**src/design/rss_pkg.sv**
```systemverilog
`default_nettype none
// ----------------------------------------------------------------------------
// rss_pkg
// Shared types, widths and codes for the refresh source scheduler.
// ----------------------------------------------------------------------------
package rss_pkg;

  localparam int MAX_SOURCES = 16;
  localparam int QUEUE_DEPTH = 16;

  localparam int IDX_W  = $clog2(MAX_SOURCES);
  localparam int CNT_W  = $clog2(MAX_SOURCES + 1);
  localparam int QIDX_W = $clog2(QUEUE_DEPTH);
  localparam int QCNT_W = $clog2(QUEUE_DEPTH + 1);

  localparam int OP_W       = 2;
  localparam int SLOT_W     = 4;
  localparam int PRIO_W     = 8;
  localparam int CODE_W     = 16;
  localparam int TIME_W     = 48;
  localparam int DELAY_W    = 24;
  localparam int KIND_W     = 2;
  localparam int CFG_IDX_W  = 1;
  localparam int CFG_DATA_W = 24;
  localparam int ENTRY_W    = SLOT_W + CODE_W;

  typedef enum logic [OP_W-1:0] {
    OP_ADD     = 2'd0,
    OP_REMOVE  = 2'd1,
    OP_UPDATE  = 2'd2,
    OP_REQUEST = 2'd3
  } op_e;

  typedef enum logic [KIND_W-1:0] {
    KIND_ACK    = 2'd0,
    KIND_PACKET = 2'd1,
    KIND_IDLE   = 2'd2,
    KIND_FULL   = 2'd3
  } kind_e;

  typedef enum logic [CFG_IDX_W-1:0] {
    CFG_MIN_DELAY = 1'b0,
    CFG_EXCL_PRIO = 1'b1
  } cfg_reg_e;

  typedef enum logic [3:0] {
    DP_NOP,
    DP_CAPTURE,
    DP_ADD_WRITE,
    DP_REMOVE,
    DP_EXCL_INIT,
    DP_PRIO_READ,
    DP_EXCL_CHECK,
    DP_RESULT_ACK,
    DP_RESULT_ADD,
    DP_QUEUE_PUSH,
    DP_SERVE_EXCL,
    DP_QUEUE_POP,
    DP_ENTRY_LATCH,
    DP_ENTRY_CHECK,
    DP_SCAN_INIT,
    DP_SCAN_READ
  } dp_op_e;

  typedef struct packed {
    dp_op_e op;
    logic   scan_check;
    logic   emit;
  } ctrl_cmd_t;

  typedef struct packed {
    op_e  op;
    logic excl_ok;
    logic queue_nonempty;
    logic entry_served;
    logic scan_hit;
    logic cnt_last;
    logic cnt_full;
    logic out_busy;
  } dp_status_t;

endpackage
`default_nettype wire

```
**src/design/refresh_source_scheduler_core.sv**
```systemverilog
`default_nettype none
// ----------------------------------------------------------------------------
// refresh_source_scheduler_core
// Picks the packet source for each track packet: exclusive source, urgent
// update queue, or a round-robin scan over stale slots.
// ----------------------------------------------------------------------------
// Update pushes to the queue; add/remove search every slot for the exclusive
// source; a request serves the exclusive source, else the queue, else a scan.
// One transaction at a time; the slot table is walked one slot at a time
// through its single registered read port.
// A result waits in the output register while the next transaction is taken.
// Asynchronous active-low reset clears control state; no clearing pass.
// ----------------------------------------------------------------------------
module refresh_source_scheduler_core (
  input  wire logic                           clk_i,
  input  wire logic                           rst_ni,
  input  wire logic                           cfg_we_i,
  input  wire logic [rss_pkg::CFG_IDX_W-1:0]  cfg_index_i,
  input  wire logic [rss_pkg::CFG_DATA_W-1:0] cfg_data_i,
  input  wire logic                           in_valid_i,
  output logic                                in_stall_o,
  input  wire logic [rss_pkg::OP_W-1:0]       opcode_i,
  input  wire logic [rss_pkg::SLOT_W-1:0]     slot_i,
  input  wire logic [rss_pkg::PRIO_W-1:0]     priority_req_i,
  input  wire logic [rss_pkg::CODE_W-1:0]     code_i,
  input  wire logic [rss_pkg::TIME_W-1:0]     current_time_i,
  output logic                                out_valid_o,
  input  wire logic                           out_stall_i,
  output logic      [rss_pkg::KIND_W-1:0]     kind_o,
  output logic      [rss_pkg::SLOT_W-1:0]     chosen_slot_o,
  output logic      [rss_pkg::CODE_W-1:0]     update_code_o,
  output logic                                became_excl_o
);

  rss_pkg::ctrl_cmd_t  cmd;
  rss_pkg::dp_status_t status;

  rss_ctrl u_ctrl (
    .clk_i      (clk_i),
    .rst_ni     (rst_ni),
    .in_valid_i (in_valid_i),
    .in_stall_o (in_stall_o),
    .status_i   (status),
    .cmd_o      (cmd)
  );

  rss_dp u_dp (
    .clk_i          (clk_i),
    .rst_ni         (rst_ni),
    .cfg_we_i       (cfg_we_i),
    .cfg_index_i    (cfg_index_i),
    .cfg_data_i     (cfg_data_i),
    .opcode_i       (opcode_i),
    .slot_i         (slot_i),
    .priority_req_i (priority_req_i),
    .code_i         (code_i),
    .current_time_i (current_time_i),
    .out_valid_o    (out_valid_o),
    .out_stall_i    (out_stall_i),
    .kind_o         (kind_o),
    .chosen_slot_o  (chosen_slot_o),
    .update_code_o  (update_code_o),
    .became_excl_o  (became_excl_o),
    .cmd_i          (cmd),
    .status_o       (status)
  );

endmodule
`default_nettype wire

```
**src/design/rss_ram.sv**
```systemverilog
`default_nettype none
// ----------------------------------------------------------------------------
// rss_ram
// Generic single write port RAM with one registered read port.
// ----------------------------------------------------------------------------
module rss_ram #(
  parameter int WIDTH = 8,
  parameter int DEPTH = 16,
  localparam int AW = $clog2(DEPTH)
) (
  input  wire logic             clk_i,
  input  wire logic             we_i,
  input  wire logic [AW-1:0]    waddr_i,
  input  wire logic [WIDTH-1:0] wdata_i,
  input  wire logic [AW-1:0]    raddr_i,
  output logic      [WIDTH-1:0] rdata_o
);

  logic [WIDTH-1:0] mem_q [DEPTH];

  always_ff @(posedge clk_i) begin
    if (we_i) begin
      mem_q[waddr_i] <= wdata_i;
    end
    rdata_o <= mem_q[raddr_i];
  end

endmodule
`default_nettype wire

```
**src/design/rss_dp.sv**
```systemverilog
`default_nettype none
// ----------------------------------------------------------------------------
// rss_dp
// Scheduler datapath: configuration, slot table, update queue, exclusive
// search, stale scan and the output register.
// ----------------------------------------------------------------------------
module rss_dp (
  input  wire logic                                clk_i,
  input  wire logic                                rst_ni,
  input  wire logic                                cfg_we_i,
  input  wire logic [rss_pkg::CFG_IDX_W-1:0]       cfg_index_i,
  input  wire logic [rss_pkg::CFG_DATA_W-1:0]      cfg_data_i,
  input  wire logic [rss_pkg::OP_W-1:0]            opcode_i,
  input  wire logic [rss_pkg::SLOT_W-1:0]          slot_i,
  input  wire logic [rss_pkg::PRIO_W-1:0]          priority_req_i,
  input  wire logic [rss_pkg::CODE_W-1:0]          code_i,
  input  wire logic [rss_pkg::TIME_W-1:0]          current_time_i,
  output logic                                     out_valid_o,
  input  wire logic                                out_stall_i,
  output logic      [rss_pkg::KIND_W-1:0]          kind_o,
  output logic      [rss_pkg::SLOT_W-1:0]          chosen_slot_o,
  output logic      [rss_pkg::CODE_W-1:0]          update_code_o,
  output logic                                     became_excl_o,
  input  wire rss_pkg::ctrl_cmd_t                  cmd_i,
  output rss_pkg::dp_status_t                      status_o
);

  localparam int IW  = rss_pkg::IDX_W;
  localparam int CW  = rss_pkg::CNT_W;
  localparam int QIW = rss_pkg::QIDX_W;
  localparam int QCW = rss_pkg::QCNT_W;
  localparam int TW  = rss_pkg::TIME_W;
  localparam int SW  = rss_pkg::SLOT_W;
  localparam int DW  = rss_pkg::CODE_W;
  localparam int EW  = rss_pkg::ENTRY_W;
  localparam int PW  = rss_pkg::PRIO_W;

  logic [rss_pkg::DELAY_W-1:0] delay_q, delay_d;
  logic [PW-1:0]               min_prio_q, min_prio_d;
  rss_pkg::op_e                op_q, op_d;
  logic [SW-1:0]               slot_q, slot_d;
  logic [PW-1:0]               prio_q, prio_d;
  logic [DW-1:0]               code_q, code_d;
  logic [TW-1:0]               now_q, now_d;
  logic [rss_pkg::MAX_SOURCES-1:0] valid_q, valid_d;
  logic [QIW-1:0]              head_q, head_d;
  logic [QCW-1:0]              count_q, count_d;
  logic [IW-1:0]               scan_q, scan_d;
  logic                        excl_valid_q, excl_valid_d;
  logic [IW-1:0]               excl_slot_q, excl_slot_d;
  logic [CW-1:0]               cnt_q, cnt_d;
  logic [PW-1:0]               best_q, best_d;
  logic [EW-1:0]               entry_q, entry_d;
  logic [IW-1:0]               cur_q, cur_d;
  rss_pkg::kind_e              res_kind_q, res_kind_d;
  logic [SW-1:0]               res_slot_q, res_slot_d;
  logic [DW-1:0]               res_code_q, res_code_d;
  logic                        res_excl_q, res_excl_d;
  logic                        out_valid_q, out_valid_d;
  rss_pkg::kind_e              out_kind_q, out_kind_d;
  logic [SW-1:0]               out_slot_q, out_slot_d;
  logic [DW-1:0]               out_code_q, out_code_d;
  logic                        out_excl_q, out_excl_d;

  logic           prio_we;
  logic [IW-1:0]  prio_waddr, prio_raddr;
  logic [PW-1:0]  prio_wdata, prio_rdata;
  logic           time_we;
  logic [IW-1:0]  time_waddr, time_raddr;
  logic [TW-1:0]  time_wdata, time_rdata;
  logic           queue_we;
  logic [QIW-1:0] queue_waddr, queue_raddr;
  logic [EW-1:0]  queue_wdata, queue_rdata;

  logic [IW-1:0]  slot_idx, cnt_idx, entry_idx, rd_entry_idx;
  logic           slot_in_range, entry_in_range;
  logic [SW-1:0]  entry_slot;
  logic [DW-1:0]  entry_code;
  logic [QCW:0]   tail_sum;
  logic [QIW-1:0] tail, head_next;
  logic [IW-1:0]  scan_next;
  logic [TW:0]    time_limit, now_ext;
  logic           recent, stale, entry_missing, entry_served, scan_hit, queue_full;

  assign slot_idx       = IW'(slot_q);
  assign slot_in_range  = int'(slot_q) < rss_pkg::MAX_SOURCES;
  assign cnt_idx        = cnt_q[IW-1:0];
  assign entry_slot     = entry_q[EW-1 -: SW];
  assign entry_code     = entry_q[DW-1:0];
  assign entry_idx      = IW'(entry_slot);
  assign entry_in_range = int'(entry_slot) < rss_pkg::MAX_SOURCES;
  assign rd_entry_idx   = IW'(queue_rdata[EW-1 -: SW]);

  assign tail_sum  = (QCW+1)'(head_q) + (QCW+1)'(count_q);
  assign tail      = (tail_sum >= (QCW+1)'(rss_pkg::QUEUE_DEPTH))
                   ? QIW'(tail_sum - (QCW+1)'(rss_pkg::QUEUE_DEPTH))
                   : QIW'(tail_sum);
  assign head_next = (head_q == QIW'(rss_pkg::QUEUE_DEPTH - 1)) ? '0 : head_q + QIW'(1);
  assign scan_next = (scan_q == IW'(rss_pkg::MAX_SOURCES - 1)) ? '0 : scan_q + IW'(1);
  assign queue_full = count_q >= QCW'(rss_pkg::QUEUE_DEPTH);

  assign time_limit = (TW+1)'(time_rdata) + (TW+1)'(delay_q);
  assign now_ext    = (TW+1)'(now_q);
  assign recent     = time_limit > now_ext;
  assign stale      = time_limit < now_ext;

  assign entry_missing = !(entry_in_range && valid_q[entry_idx]);
  assign entry_served  = !entry_missing && !recent;
  assign scan_hit      = valid_q[cur_q] && stale;

  always_comb begin
    prio_we     = 1'b0;
    prio_waddr  = slot_idx;
    prio_wdata  = prio_q;
    prio_raddr  = cnt_idx;
    time_we     = 1'b0;
    time_waddr  = slot_idx;
    time_wdata  = '0;
    time_raddr  = scan_q;
    queue_we    = 1'b0;
    queue_waddr = tail;
    queue_wdata = {slot_q, code_q};
    queue_raddr = head_q;

    delay_d      = delay_q;
    min_prio_d   = min_prio_q;
    op_d         = op_q;
    slot_d       = slot_q;
    prio_d       = prio_q;
    code_d       = code_q;
    now_d        = now_q;
    valid_d      = valid_q;
    head_d       = head_q;
    count_d      = count_q;
    scan_d       = scan_q;
    excl_valid_d = excl_valid_q;
    excl_slot_d  = excl_slot_q;
    cnt_d        = cnt_q;
    best_d       = best_q;
    entry_d      = entry_q;
    cur_d        = cur_q;
    res_kind_d   = res_kind_q;
    res_slot_d   = res_slot_q;
    res_code_d   = res_code_q;
    res_excl_d   = res_excl_q;
    out_valid_d  = out_valid_q && out_stall_i;
    out_kind_d   = out_kind_q;
    out_slot_d   = out_slot_q;
    out_code_d   = out_code_q;
    out_excl_d   = out_excl_q;

    if (cfg_we_i) begin
      unique case (rss_pkg::cfg_reg_e'(cfg_index_i))
        rss_pkg::CFG_MIN_DELAY: delay_d = cfg_data_i[rss_pkg::DELAY_W-1:0];
        rss_pkg::CFG_EXCL_PRIO: min_prio_d = cfg_data_i[PW-1:0];
      endcase
    end

    unique case (cmd_i.op)
      rss_pkg::DP_NOP: begin
      end
      rss_pkg::DP_CAPTURE: begin
        op_d   = rss_pkg::op_e'(opcode_i);
        slot_d = slot_i;
        prio_d = priority_req_i;
        code_d = code_i;
        now_d  = current_time_i;
      end
      rss_pkg::DP_ADD_WRITE: begin
        prio_we = slot_in_range;
        time_we = slot_in_range;
        if (slot_in_range) begin
          valid_d[slot_idx] = 1'b1;
        end
      end
      rss_pkg::DP_REMOVE: begin
        if (slot_in_range) begin
          valid_d[slot_idx] = 1'b0;
        end
      end
      rss_pkg::DP_EXCL_INIT: begin
        best_d       = min_prio_q;
        excl_valid_d = 1'b0;
        excl_slot_d  = '0;
        cnt_d        = '0;
      end
      rss_pkg::DP_PRIO_READ: begin
      end
      rss_pkg::DP_EXCL_CHECK: begin
        if (valid_q[cnt_idx] && (prio_rdata > best_q)) begin
          best_d       = prio_rdata;
          excl_valid_d = 1'b1;
          excl_slot_d  = cnt_idx;
        end
        cnt_d = cnt_q + CW'(1);
      end
      rss_pkg::DP_RESULT_ACK: begin
        res_kind_d = rss_pkg::KIND_ACK;
        res_slot_d = '0;
        res_code_d = '0;
        res_excl_d = 1'b0;
      end
      rss_pkg::DP_RESULT_ADD: begin
        res_kind_d = rss_pkg::KIND_ACK;
        res_slot_d = '0;
        res_code_d = '0;
        res_excl_d = slot_in_range && excl_valid_q && (excl_slot_q == slot_idx);
      end
      rss_pkg::DP_QUEUE_PUSH: begin
        res_slot_d = '0;
        res_code_d = '0;
        res_excl_d = 1'b0;
        if (queue_full) begin
          res_kind_d = rss_pkg::KIND_FULL;
        end else begin
          queue_we   = 1'b1;
          count_d    = count_q + QCW'(1);
          res_kind_d = rss_pkg::KIND_ACK;
        end
      end
      rss_pkg::DP_SERVE_EXCL: begin
        time_we    = 1'b1;
        time_waddr = excl_slot_q;
        time_wdata = now_q;
        res_kind_d = rss_pkg::KIND_PACKET;
        res_slot_d = SW'(excl_slot_q);
        res_code_d = '0;
        res_excl_d = 1'b0;
      end
      rss_pkg::DP_QUEUE_POP: begin
        head_d  = head_next;
        count_d = count_q - QCW'(1);
      end
      rss_pkg::DP_ENTRY_LATCH: begin
        entry_d    = queue_rdata;
        time_raddr = rd_entry_idx;
      end
      rss_pkg::DP_ENTRY_CHECK: begin
        if (!entry_missing) begin
          if (recent) begin
            // send back to the tail
            queue_we    = 1'b1;
            queue_wdata = entry_q;
            count_d     = count_q + QCW'(1);
          end else begin
            time_we    = 1'b1;
            time_waddr = entry_idx;
            time_wdata = now_q;
            res_kind_d = rss_pkg::KIND_PACKET;
            res_slot_d = entry_slot;
            res_code_d = entry_code;
            res_excl_d = 1'b0;
          end
        end
      end
      rss_pkg::DP_SCAN_INIT: begin
        cnt_d = '0;
      end
      rss_pkg::DP_SCAN_READ: begin
        cur_d  = scan_q;
        scan_d = scan_next;
        cnt_d  = cnt_q + CW'(1);
      end
    endcase

    if (cmd_i.scan_check) begin
      res_code_d = '0;
      res_excl_d = 1'b0;
      if (scan_hit) begin
        time_we    = 1'b1;
        time_waddr = cur_q;
        time_wdata = now_q;
        res_kind_d = rss_pkg::KIND_PACKET;
        res_slot_d = SW'(cur_q);
      end else begin
        res_kind_d = rss_pkg::KIND_IDLE;
        res_slot_d = '0;
      end
    end

    if (cmd_i.emit) begin
      out_valid_d = 1'b1;
      out_kind_d  = res_kind_q;
      out_slot_d  = res_slot_q;
      out_code_d  = res_code_q;
      out_excl_d  = res_excl_q;
    end
  end

  always_ff @(posedge clk_i or negedge rst_ni) begin
    if (!rst_ni) begin
      delay_q      <= '0;
      min_prio_q   <= '1;
      valid_q      <= '0;
      head_q       <= '0;
      count_q      <= '0;
      scan_q       <= '0;
      excl_valid_q <= 1'b0;
      excl_slot_q  <= '0;
      out_valid_q  <= 1'b0;
    end else begin
      delay_q      <= delay_d;
      min_prio_q   <= min_prio_d;
      valid_q      <= valid_d;
      head_q       <= head_d;
      count_q      <= count_d;
      scan_q       <= scan_d;
      excl_valid_q <= excl_valid_d;
      excl_slot_q  <= excl_slot_d;
      out_valid_q  <= out_valid_d;
    end
  end

  always_ff @(posedge clk_i) begin
    op_q       <= op_d;
    slot_q     <= slot_d;
    prio_q     <= prio_d;
    code_q     <= code_d;
    now_q      <= now_d;
    cnt_q      <= cnt_d;
    best_q     <= best_d;
    entry_q    <= entry_d;
    cur_q      <= cur_d;
    res_kind_q <= res_kind_d;
    res_slot_q <= res_slot_d;
    res_code_q <= res_code_d;
    res_excl_q <= res_excl_d;
    out_kind_q <= out_kind_d;
    out_slot_q <= out_slot_d;
    out_code_q <= out_code_d;
    out_excl_q <= out_excl_d;
  end

  rss_ram #(.WIDTH(PW), .DEPTH(rss_pkg::MAX_SOURCES)) u_prio_ram (
    .clk_i   (clk_i),
    .we_i    (prio_we),
    .waddr_i (prio_waddr),
    .wdata_i (prio_wdata),
    .raddr_i (prio_raddr),
    .rdata_o (prio_rdata)
  );

  rss_ram #(.WIDTH(TW), .DEPTH(rss_pkg::MAX_SOURCES)) u_time_ram (
    .clk_i   (clk_i),
    .we_i    (time_we),
    .waddr_i (time_waddr),
    .wdata_i (time_wdata),
    .raddr_i (time_raddr),
    .rdata_o (time_rdata)
  );

  rss_ram #(.WIDTH(EW), .DEPTH(rss_pkg::QUEUE_DEPTH)) u_queue_ram (
    .clk_i   (clk_i),
    .we_i    (queue_we),
    .waddr_i (queue_waddr),
    .wdata_i (queue_wdata),
    .raddr_i (queue_raddr),
    .rdata_o (queue_rdata)
  );

  assign status_o.op             = op_q;
  assign status_o.excl_ok        = excl_valid_q && valid_q[excl_slot_q];
  assign status_o.queue_nonempty = count_q != '0;
  assign status_o.entry_served   = entry_served;
  assign status_o.scan_hit       = scan_hit;
  assign status_o.cnt_last       = cnt_q == CW'(rss_pkg::MAX_SOURCES - 1);
  assign status_o.cnt_full       = cnt_q == CW'(rss_pkg::MAX_SOURCES);
  assign status_o.out_busy       = out_valid_q && out_stall_i;

  assign out_valid_o   = out_valid_q;
  assign kind_o        = out_kind_q;
  assign chosen_slot_o = out_slot_q;
  assign update_code_o = out_code_q;
  assign became_excl_o = out_excl_q;

endmodule
`default_nettype wire

```
**src/design/rss_ctrl.sv**
```systemverilog
`default_nettype none
// ----------------------------------------------------------------------------
// rss_ctrl
// Scheduler sequencer: steps the datapath through each transaction.
// ----------------------------------------------------------------------------
module rss_ctrl (
  input  wire logic                clk_i,
  input  wire logic                rst_ni,
  input  wire logic                in_valid_i,
  output logic                     in_stall_o,
  input  wire rss_pkg::dp_status_t status_i,
  output rss_pkg::ctrl_cmd_t       cmd_o
);

  typedef enum logic [3:0] {
    S_IDLE,
    S_DISPATCH,
    S_EXCL_INIT,
    S_EXCL_RD,
    S_EXCL_CHK,
    S_EXCL_RES,
    S_ENTRY,
    S_ENTRY_CHK,
    S_SCAN_INIT,
    S_SCAN_RD,
    S_SCAN_CHK,
    S_DONE
  } state_e;

  state_e state_q, state_d;

  always_comb begin
    state_d          = state_q;
    cmd_o.op         = rss_pkg::DP_NOP;
    cmd_o.scan_check = 1'b0;
    cmd_o.emit       = 1'b0;

    unique case (state_q)
      S_IDLE: begin
        if (in_valid_i) begin
          cmd_o.op = rss_pkg::DP_CAPTURE;
          state_d  = S_DISPATCH;
        end
      end
      S_DISPATCH: begin
        unique case (status_i.op)
          rss_pkg::OP_ADD: begin
            cmd_o.op = rss_pkg::DP_ADD_WRITE;
            state_d  = S_EXCL_INIT;
          end
          rss_pkg::OP_REMOVE: begin
            cmd_o.op = rss_pkg::DP_REMOVE;
            state_d  = S_EXCL_INIT;
          end
          rss_pkg::OP_UPDATE: begin
            cmd_o.op = rss_pkg::DP_QUEUE_PUSH;
            state_d  = S_DONE;
          end
          rss_pkg::OP_REQUEST: begin
            priority if (status_i.excl_ok) begin
              cmd_o.op = rss_pkg::DP_SERVE_EXCL;
              state_d  = S_DONE;
            end else if (status_i.queue_nonempty) begin
              cmd_o.op = rss_pkg::DP_QUEUE_POP;
              state_d  = S_ENTRY;
            end else begin
              state_d = S_SCAN_INIT;
            end
          end
        endcase
      end
      S_EXCL_INIT: begin
        cmd_o.op = rss_pkg::DP_EXCL_INIT;
        state_d  = S_EXCL_RD;
      end
      S_EXCL_RD: begin
        cmd_o.op = rss_pkg::DP_PRIO_READ;
        state_d  = S_EXCL_CHK;
      end
      S_EXCL_CHK: begin
        cmd_o.op = rss_pkg::DP_EXCL_CHECK;
        state_d  = status_i.cnt_last ? S_EXCL_RES : S_EXCL_RD;
      end
      S_EXCL_RES: begin
        cmd_o.op = (status_i.op == rss_pkg::OP_ADD) ? rss_pkg::DP_RESULT_ADD
                                                    : rss_pkg::DP_RESULT_ACK;
        state_d  = S_DONE;
      end
      S_ENTRY: begin
        cmd_o.op = rss_pkg::DP_ENTRY_LATCH;
        state_d  = S_ENTRY_CHK;
      end
      S_ENTRY_CHK: begin
        cmd_o.op = rss_pkg::DP_ENTRY_CHECK;
        state_d  = status_i.entry_served ? S_DONE : S_SCAN_INIT;
      end
      S_SCAN_INIT: begin
        cmd_o.op = rss_pkg::DP_SCAN_INIT;
        state_d  = S_SCAN_RD;
      end
      S_SCAN_RD: begin
        cmd_o.op = rss_pkg::DP_SCAN_READ;
        state_d  = S_SCAN_CHK;
      end
      S_SCAN_CHK: begin
        cmd_o.scan_check = 1'b1;
        state_d = (status_i.scan_hit || status_i.cnt_full) ? S_DONE : S_SCAN_RD;
      end
      S_DONE: begin
        if (!status_i.out_busy) begin
          cmd_o.emit = 1'b1;
          state_d    = S_IDLE;
        end
      end
      default: begin
        state_d = S_IDLE;
      end
    endcase
  end

  always_ff @(posedge clk_i or negedge rst_ni) begin
    if (!rst_ni) begin
      state_q <= S_IDLE;
    end else begin
      state_q <= state_d;
    end
  end

  assign in_stall_o = state_q != S_IDLE;

endmodule
`default_nettype wire
```
**config.mk**
```make
export PLATFORM = sky130hd
export DESIGN_NAME = refresh_source_scheduler_core
export DESIGN_NICKNAME = d
export VERILOG_FILES = /design/src/design/rss_pkg.sv /design/src/design/refresh_source_scheduler_core.sv /design/src/design/rss_ram.sv /design/src/design/rss_dp.sv /design/src/design/rss_ctrl.sv
export SDC_FILE = /design/constraint.sdc
export NUM_CORES = 2
export LEC_CHECK = 0
export ABC_AREA = 1
export BUFFER_PORTS_ARGS = -buffer_cell sky130_fd_sc_hd__buf_4
export CORE_MARGIN = 1
export CORE_UTILIZATION = 44
export CTS_BUF_LIST = sky130_fd_sc_hd__clkbuf_8
export DETAILED_ROUTE_END_ITERATION = 6
export HOLD_SLACK_MARGIN = 0.06
export PLACE_DENSITY = 0.65
export SETUP_SLACK_MARGIN = 0.15
export SLEW_MARGIN = 20
export SYNTH_ARGS = -nofsm -noshare
export SYNTH_HDL_FRONTEND = slang
export SYNTH_SLANG_ARGS = --single-unit
```
**constraint.sdc**
```tcl
create_clock -name clk_i -period 6.1 [get_ports clk_i]
set_clock_uncertainty 0.05 [all_clocks]
set_input_delay 0.305 -clock clk_i [delete_from_list [all_inputs] [get_ports clk_i]]
set_output_delay 0.305 -clock clk_i [all_outputs]
set_load 0.01 [all_outputs]
```
* Yosys cells after proc, flatten, opt, wreduce, memory -nomap -nowiden
Memory sizes are Yosys's and may differ from the RTL's. A register that Yosys moved wholly into a read port is not among the register bits.
Index checks and enable logic that the tools add are counted.
Widths: inputs -> output; s select.
** Word-level totals
- Register bits :: 232
- Bits in latches :: 0
- Memory bits (writable) :: 1216
- ROM bits :: 0
- Input port bits :: 108
- Output and inout port bits :: 25
- Word-level logic and storage cells :: 224
- Memories :: 3
** Memories
- u_dp.u_time_ram.mem_q :: words 16, width 48, rd ports 1, clocked after memory_dff 1, write ports 1, RTL line rss_ram.sv:19 : logic [WIDTH-1:0] mem_q [DEPTH];
- u_dp.u_queue_ram.mem_q :: words 16, width 20, rd ports 1, clocked after memory_dff 1, write ports 1, RTL line rss_ram.sv:19
- u_dp.u_prio_ram.mem_q :: words 16, width 8, rd ports 1, clocked after memory_dff 1, write ports 1, RTL line rss_ram.sv:19
** Operators by class
- Add/sub/neg operators :: 8
- $mul :: 0
- Div/mod/pow operators :: 0
- $lt $le $gt $ge :: 11
- Eq/ne operators :: 42
- Shift operators :: 0
- Muxes and demuxes :: 91
- Bitwise operators :: 4
- Reductions and logical operators :: 38
** Operators by type and width (number)
- $mux 48 :: 4
- $pmux 48 s2 :: 1
- $mux 4 :: 20
- $pmux 16 s2 :: 2
- $mux 20 :: 3
- $eq 4x4->1 const B :: 14
- $add 48x24->49 :: 1
- $gt 49x48->1 :: 1
- $lt 49x48->1 :: 1
- $pmux 4 s12 :: 1
- $pmux 4 s10 :: 1
- $mux 16 :: 2
- $eq 4x3->1 const B :: 7
- $mux 1 :: 27
- $lt 4x5->1 const B :: 5
- $pmux 4 s3 :: 2
- $and 16x16->16 :: 1
- $bmux 1 s4 :: 4
- $eq 4x2->1 const B :: 4
- $not 16->16 :: 1
- $or 16x16->16 :: 1
- $pmux 4 s2 :: 2
- $pmux 4 s4 :: 1
- $pmux 8 s2 :: 1
- 45 further kinds :: 87

* Logic depth before layout (Yosys ltp)
- Depth in word-level cells :: 13
- Mapped depth :: 36
- Mapped depth without buffers :: 36

* By module
Synthesis repeated with hierarchy kept, for this count alone.
** Unflattened totals
- Cell total of the unflattened synthesis :: 6588
- Area total of the unflattened synthesis :: 67516.0 µm²
** Modules (own cells, without submodules)
- rss_ram at u_dp.u_time_ram :: instances 1, cells an instance 3165, area an instance 33988.8 µm²
- rss_ram at u_dp.u_queue_ram :: instances 1, cells an instance 1336, area an instance 14192.4 µm²
- rss_dp :: instances 1, cells an instance 1453, area an instance 13048.8 µm²
- rss_ram at u_dp.u_prio_ram :: instances 1, cells an instance 551, area an instance 5766.8 µm²
- rss_ctrl :: instances 1, cells an instance 83, area an instance 519.2 µm²

* Worst setup path after synthesis
No wires, ideal clock.
- Kind :: register to register
- Start :: reg u_dp.delay_q[2] in the netlist's numbering
- End :: mem u_dp.u_time_ram.mem_q[11][0] in the netlist's numbering (enable)
- Library setup time :: 0.454 ns
- Arrival :: 6.058 ns
- Setup slack :: -0.461 ns
- Cell stages (with the launch flop) :: 30
- Path buffers :: 0
- Period minus slack after synthesis :: 6.561 ns
- Cells stage by stage :: dfrtp_1 > ha_1 > nand3_1 > nand2_1 > nand3_1 > nand2_1 > a21oi_1 > o21bai_1 > nand2_1 > nand2_1 > a21oi_1 > o21ai_0 > nand4_1 > xnor2_1 > ha_1 > nand2_1 > nor2_1 > nand4_1 > nor4_1 > nand4_1 > or2_2 > nand2_4 > nand2_4 > inv_4 > nand2_8 > nand2_4 > a21oi_2 > inv_1 > nand3_2 > nor2_1
** Between the ends
- Longest elaborated chain between the ends :: 9
- Elaborated cells between the ends (all ways) :: 16
- Those cells by class :: add/sub (1); order compare (2); mux (12); reduce/logical (1)
** RTL lines
- start: declaration :: RTL line rss_dp.sv:38 : logic [rss_pkg::DELAY_W-1:0] delay_q, delay_d;
- start signal: assignment :: RTL line rss_dp.sv:302 : delay_q <= delay_d;
- $add 48x24->49 * :: RTL line rss_dp.sv:102 : assign time_limit = (TW+1)'(time_rdata) + (TW+1)'(delay_q);
- $gt 49x48->1 :: RTL line rss_dp.sv:104 : assign recent = time_limit > now_ext;
- $mux 1 :: RTL line rss_dp.sv:240 : if (recent) begin
- $mux 1 :: RTL line rss_dp.sv:239 : if (!entry_missing) begin
- $pmux 1 s2 :: RTL line rss_dp.sv:159 : unique case (cmd_i.op)
- $mux 1 :: RTL line rss_dp.sv:269 : if (scan_hit) begin
- $mux 1 :: RTL line rss_dp.sv:266 : if (cmd_i.scan_check) begin
- $mux 1 :: RTL line rss_ram.sv:22 : if (we_i) begin
- $mux 1 (implied by the code) :: RTL line rss_ram.sv:23 : mem_q[waddr_i] <= wdata_i;
- end: declaration :: RTL line rss_ram.sv:19
Every way passes the cells marked *; elsewhere a longest branch is shown, timed or not.

* Worst setup path in the final report
- Start :: reg u_dp.delay_q[2] in the netlist's numbering
- End :: mem u_dp.u_time_ram.mem_q[8][10] in the netlist's numbering (enable)
Same word-level chain as after synthesis.

==> results.txt <==
The flow ran to the end, and the final reports show no timing, DRC or antenna violations. The first-pass GRT wire length is 251,000 microns. The clock drives roughly 1.5k sinks. By instance count, the cell type seen most on the critical path is sky130_fd_sc_hd__nand2_1. The effective utilization at floorplan came out at around 44%.

The portion of the post-synthesis area used by sequential elements is between 70% and 80%. The number of global-route vias before repair came out at roughly 40k. The final count of negative-setup-slack endpoints came out at 0.

The violation count after the first detailed-route iteration came out at about 4.8k. The final hold violation count is 0. The overall routed net length came out at approximately 170,000 microns. The first detailed-routing pass ran for 6 iterations. The synthesis-stage register bit count came out at ~1.5k.

The floorplan step defined a die boundary enclosing between 100,000 and 150,000 sq um. The number of standard-cell rows in the floorplan came out at between 100 and 150. The largest voltage drop on the vdd net is approximately 0.57 mV. Hold timing on the final database bottoms out at a slack of between 0.2 and 0.3 ns. The number of top-level design ports is around 130.

The maximum achievable frequency came out at between 0.15 and 0.2 GHz. Once placement completed, the tool counted placed cells totaling between 6k and 7k. The clock edge transition at the registers on the reported setup and hold paths is around 0.060 ns. In the synthesized netlist, the cells that appear most often are sky130_fd_sc_hd__edfxtp_1, sky130_fd_sc_hd__nor2_1, sky130_fd_sc_hd__o21ai_0.

Setup repair after global routing could not meet its margin everywhere. The static leakage is 26.3 nW. Synthesis produced a netlist with a net count of about 5.1k.

The part of the total power dissipated in sequential elements is approximately two fifths. For this run, the leading register cell type out of synthesis is sky130_fd_sc_hd__edfxtp_1. In this design, the stage delay of the slowest critical-path cell is 0.43 ns.

Combinational logic is responsible for between 30% and 40% of the overall power. The remaining antenna violation count came out at 0. STA classifies the critical path startpoint as a register.

The power spent charging and discharging nets is approximately 12 mW. The number of instances in the synthesized netlist came out at just under 5k. The peak fanout along the critical path is 24.

The startpoint identified for the worst hold timing path is cfg_data_i[7]. The routed layout has about 42k vias. The number of enable flip-flop cells after synthesis is ~1.4k.

The number of buffers created by CTS came out at 236. Entering global routing, the biggest net connects approximately 190 pins. The source-to-sink clock delay at the later pin of the worst-skew pair came out at around 0.97 ns.

The finished cells cover around 73,000 sq um. The internal cell power came out at approximately 20 mW. During synthesis, Yosys emitted a total of 0 warnings. The post-layout minimum cycle time came out at between 5 and 6 ns. The number of antenna violations at the first check in global routing was 9. The worst hold path belongs to the class primary input to register. The launching element of the worst setup path is u_dp.delay_q[2].

The cell sitting at the root of the clock tree is a sky130_fd_sc_hd__clkbuf_8. The synthesized design devotes to its leading area cell type between 60 and 70% of total area. The proportion of register bits with asynchronous set or reset after synthesis is approximately 4.7%. After detailed routing, the average wire length per cell comes to ~23 microns.

The fraction of final layout cells sized beyond drive strength 1 is 13.9%. The clock network burns ~26% of the power. STA classifies the critical path endpoint as a register. The die is approximately 380 microns tall. The worst setup path is of the register to register kind. The cell area after synthesis is a little over 60,000 sq um. The number of distinct library cells after synthesis came out at 63. The data arrival time of the critical path came out at 6.20 ns.

No sink is reached through more buffers than the 3 on the longest clock path. The slew of the pin with the lowest slew margin is about 1.3 ns. Of all cell types, the one taking the most synthesized area is sky130_fd_sc_hd__edfxtp_1. Compared with the post-synthesis result, the final layout area differs by 18.1%. The post-detailed-route DRC marker count came out at 0. Once detailed placement completed, the half-perimeter wirelength came to between 90,000 and 100,000 microns. The proportion of total power due to net switching came out at 38.1%. The global-route congestion overflow total is 0.

The slowest stage of the critical path belongs to the cell sky130_fd_sc_hd__a21oi_1. The max capacitance violation total came out at 0. The total cell area at the placement stage came out at ~66,000 sq um. After synthesis, the mean cell area works out to ~13 sq um. The number of cells in the finished layout apart from fillers is approximately 7.4k. The floorplan step defined a core boundary enclosing 140,000 sq um. The post-route clock period utilization is between 90% and 100%. The startpoint identified for the worst register-to-register timing path is u_dp.delay_q[2]. The data required time at the worst endpoint came out at roughly 6.7 ns.

From left edge to right edge, the die measures about 380 microns. Among all cell types in the netlist, the one instantiated most often is sky130_fd_sc_hd__edfxtp_1. The total track usage is around a quarter. After the last flow step, the layout net total stands at 5,566.

Port buffering added approximately 130 buffers. Dividing total power by cell area gives a power density of 443 nW/um^2. Measured against its own limit, the worst slew margin works out to between 10% and 20%. Using the TritonRoute via totals, the vias-per-cell ratio works out to around 5.6. In the post-synthesis netlist, the biggest area contributors are sky130_fd_sc_hd__edfxtp_1, sky130_fd_sc_hd__o21ai_0, sky130_fd_sc_hd__nor2_1, sky130_fd_sc_hd__dfxtp_1, sky130_fd_sc_hd__nand2_1. The final RePlAce weighted congestion is 0.879. The maximum level of the CTS H-tree is 4.

The count of final max-slew check failures is 0. TritonCTS built the clock tree.
registers in the layout (all words and copies together) (netlist names), 5 cells and up, named ones only:
name and flops:
u_dp.u_queue_ram.mem_q 320, u_dp.best_q 8, u_dp.min_prio_q 8, u_dp.res_code_q 16
u_dp.u_time_ram.rdata_o 48, u_dp.u_time_ram.mem_q 768, u_dp.u_queue_ram.rdata_o 20, u_dp.u_prio_ram.rdata_o 8
u_dp.code_q 16, u_dp.cnt_q 5, u_dp.now_q 48, u_dp.count_q 5
u_dp.prio_q 8, u_dp.delay_q 24, u_dp.u_prio_ram.mem_q 128, u_dp.entry_q 20
u_dp.update_code_o 16
worst paths after layout:
check                                               end  slack [ns]  cells after the start
min                                     u_dp.delay_q[7]        0.26                      4
max reg2reg                u_dp.u_time_ram.mem_q[8][10]        0.47                     29
max                        u_dp.u_time_ram.mem_q[8][10]        0.47                     29
max in group asynchronous               u_dp.delay_q[3]        4.15                      4
min in group asynchronous                     async pin        0.71                      4
min reg2reg                            u_dp.entry_q[14]        0.35                      0
power by group through the flow:
stage	sequential, mW	clock, mW	combinational [mW]
after floorplan	13.2	0	6.92
after global placement	13.5	0	10.2
after detailed placement	13.5	0	10.4
after CTS	13.3	8.36	10.6
after global routing	13.4	8.81	11.8
final	13.3	8.23	10.8
metal layers:
metal	part of all wire [%]	vias up	wire (microns)	GRT usage, %
li1	-	19000	-	-
met1	41	20800	71400	32.3
met2	47	1966	81500	37.2
met3	8.5	294	14600	3.96
met4	3.2	2	5630	9.24
met5	0.012	-	20	0
what timing repair did:
action / in CTS / in global routing
gates resized for setup: 0 / 53
endpoints found under the hold margin: 219 / 0
hold buffers: 207 / 0
setup buffers: 0 / 7
endpoints found under the setup margin: 0 / 1111
cell families after synthesis:
logic type,Yosys count,share of synthesized area [%]
simple gates,1462,10.1
xor+xnor,56,0.792
flops,1524,71.9
mux,16,0.291
compound gates,1209,11.7
buf+inv,529,3.33
fa+ha+maj,94,1.94
layout make-up:
type | instances | area [sq um]
clock inverters | 191 | 1170
clock buffers | 250 | 3440
well taps | 1876 | 2350
fillers | 11800 | 66500
multi-input cells | 2837 | 15700
flip-flops and latches | 1524 | 44500
inverters | 256 | 982
repair buffers | 509 | 4920
diodes | 5 | 12.5
through the flow:
step	power, mW	TNS (ns)	setup slack (ns)	util, %
floorplan	20.1	-308.74	-0.461	-
finish	32.3	0	0.467	52.4
global route	34.0	0	0.113	52.4
detailed placement	23.9	0	0.279	47.2
CTS	32.2	0	0.296	52.0
global placement	23.7	0	0.321	47.2
placed cells by master, fill, tap and decap left out, types with 9 or more instances in the layout:
| master | count |
|---|---|
| sky130_fd_sc_hd__edfxtp_1 | 1360 |
| sky130_fd_sc_hd__o21ai_0 | 657 |
| sky130_fd_sc_hd__nor2_1 | 653 |
| sky130_fd_sc_hd__nand2_1 | 464 |
| sky130_fd_sc_hd__inv_1 | 341 |
| sky130_fd_sc_hd__buf_4 | 255 |
| sky130_fd_sc_hd__clkbuf_8 | 250 |
| sky130_fd_sc_hd__dlygate4sd3_1 | 207 |
| sky130_fd_sc_hd__nand3_1 | 176 |
| sky130_fd_sc_hd__o221ai_1 | 170 |
| sky130_fd_sc_hd__a21oi_1 | 127 |
| sky130_fd_sc_hd__o22ai_1 | 104 |
| sky130_fd_sc_hd__dfxtp_1 | 93 |
| sky130_fd_sc_hd__ha_1 | 91 |
| sky130_fd_sc_hd__dfrtp_1 | 62 |
| sky130_fd_sc_hd__o211ai_1 | 58 |
| sky130_fd_sc_hd__nor2_4 | 43 |
| sky130_fd_sc_hd__clkinv_1 | 43 |
| sky130_fd_sc_hd__xor2_1 | 38 |
| sky130_fd_sc_hd__nand4_1 | 33 |
| sky130_fd_sc_hd__a221oi_1 | 27 |
| sky130_fd_sc_hd__buf_12 | 27 |
| sky130_fd_sc_hd__nor2_2 | 26 |
| sky130_fd_sc_hd__clkinv_2 | 19 |
| sky130_fd_sc_hd__xnor2_1 | 18 |
| sky130_fd_sc_hd__nand2_2 | 16 |
| sky130_fd_sc_hd__mux2_2 | 16 |
| sky130_fd_sc_hd__o32a_1 | 14 |
| sky130_fd_sc_hd__inv_2 | 12 |
| sky130_fd_sc_hd__nor3_2 | 12 |
| sky130_fd_sc_hd__clkbuf_16 | 10 |
| sky130_fd_sc_hd__a31oi_1 | 9 |
worst max-delay path, delay by kind of cell (launching register included):
kind	cells	cell delay, ns
XOR/XNOR	1	0.14
adder cells (fa/ha/maj)	2	0.61
flip-flops	1	0.39
buffers and inverters	4	0.63
AND/OR/NAND/NOR	16	2.24
AO/OA/AOI/OAI	6	1.26
Power figures use the tool's default switching activity.
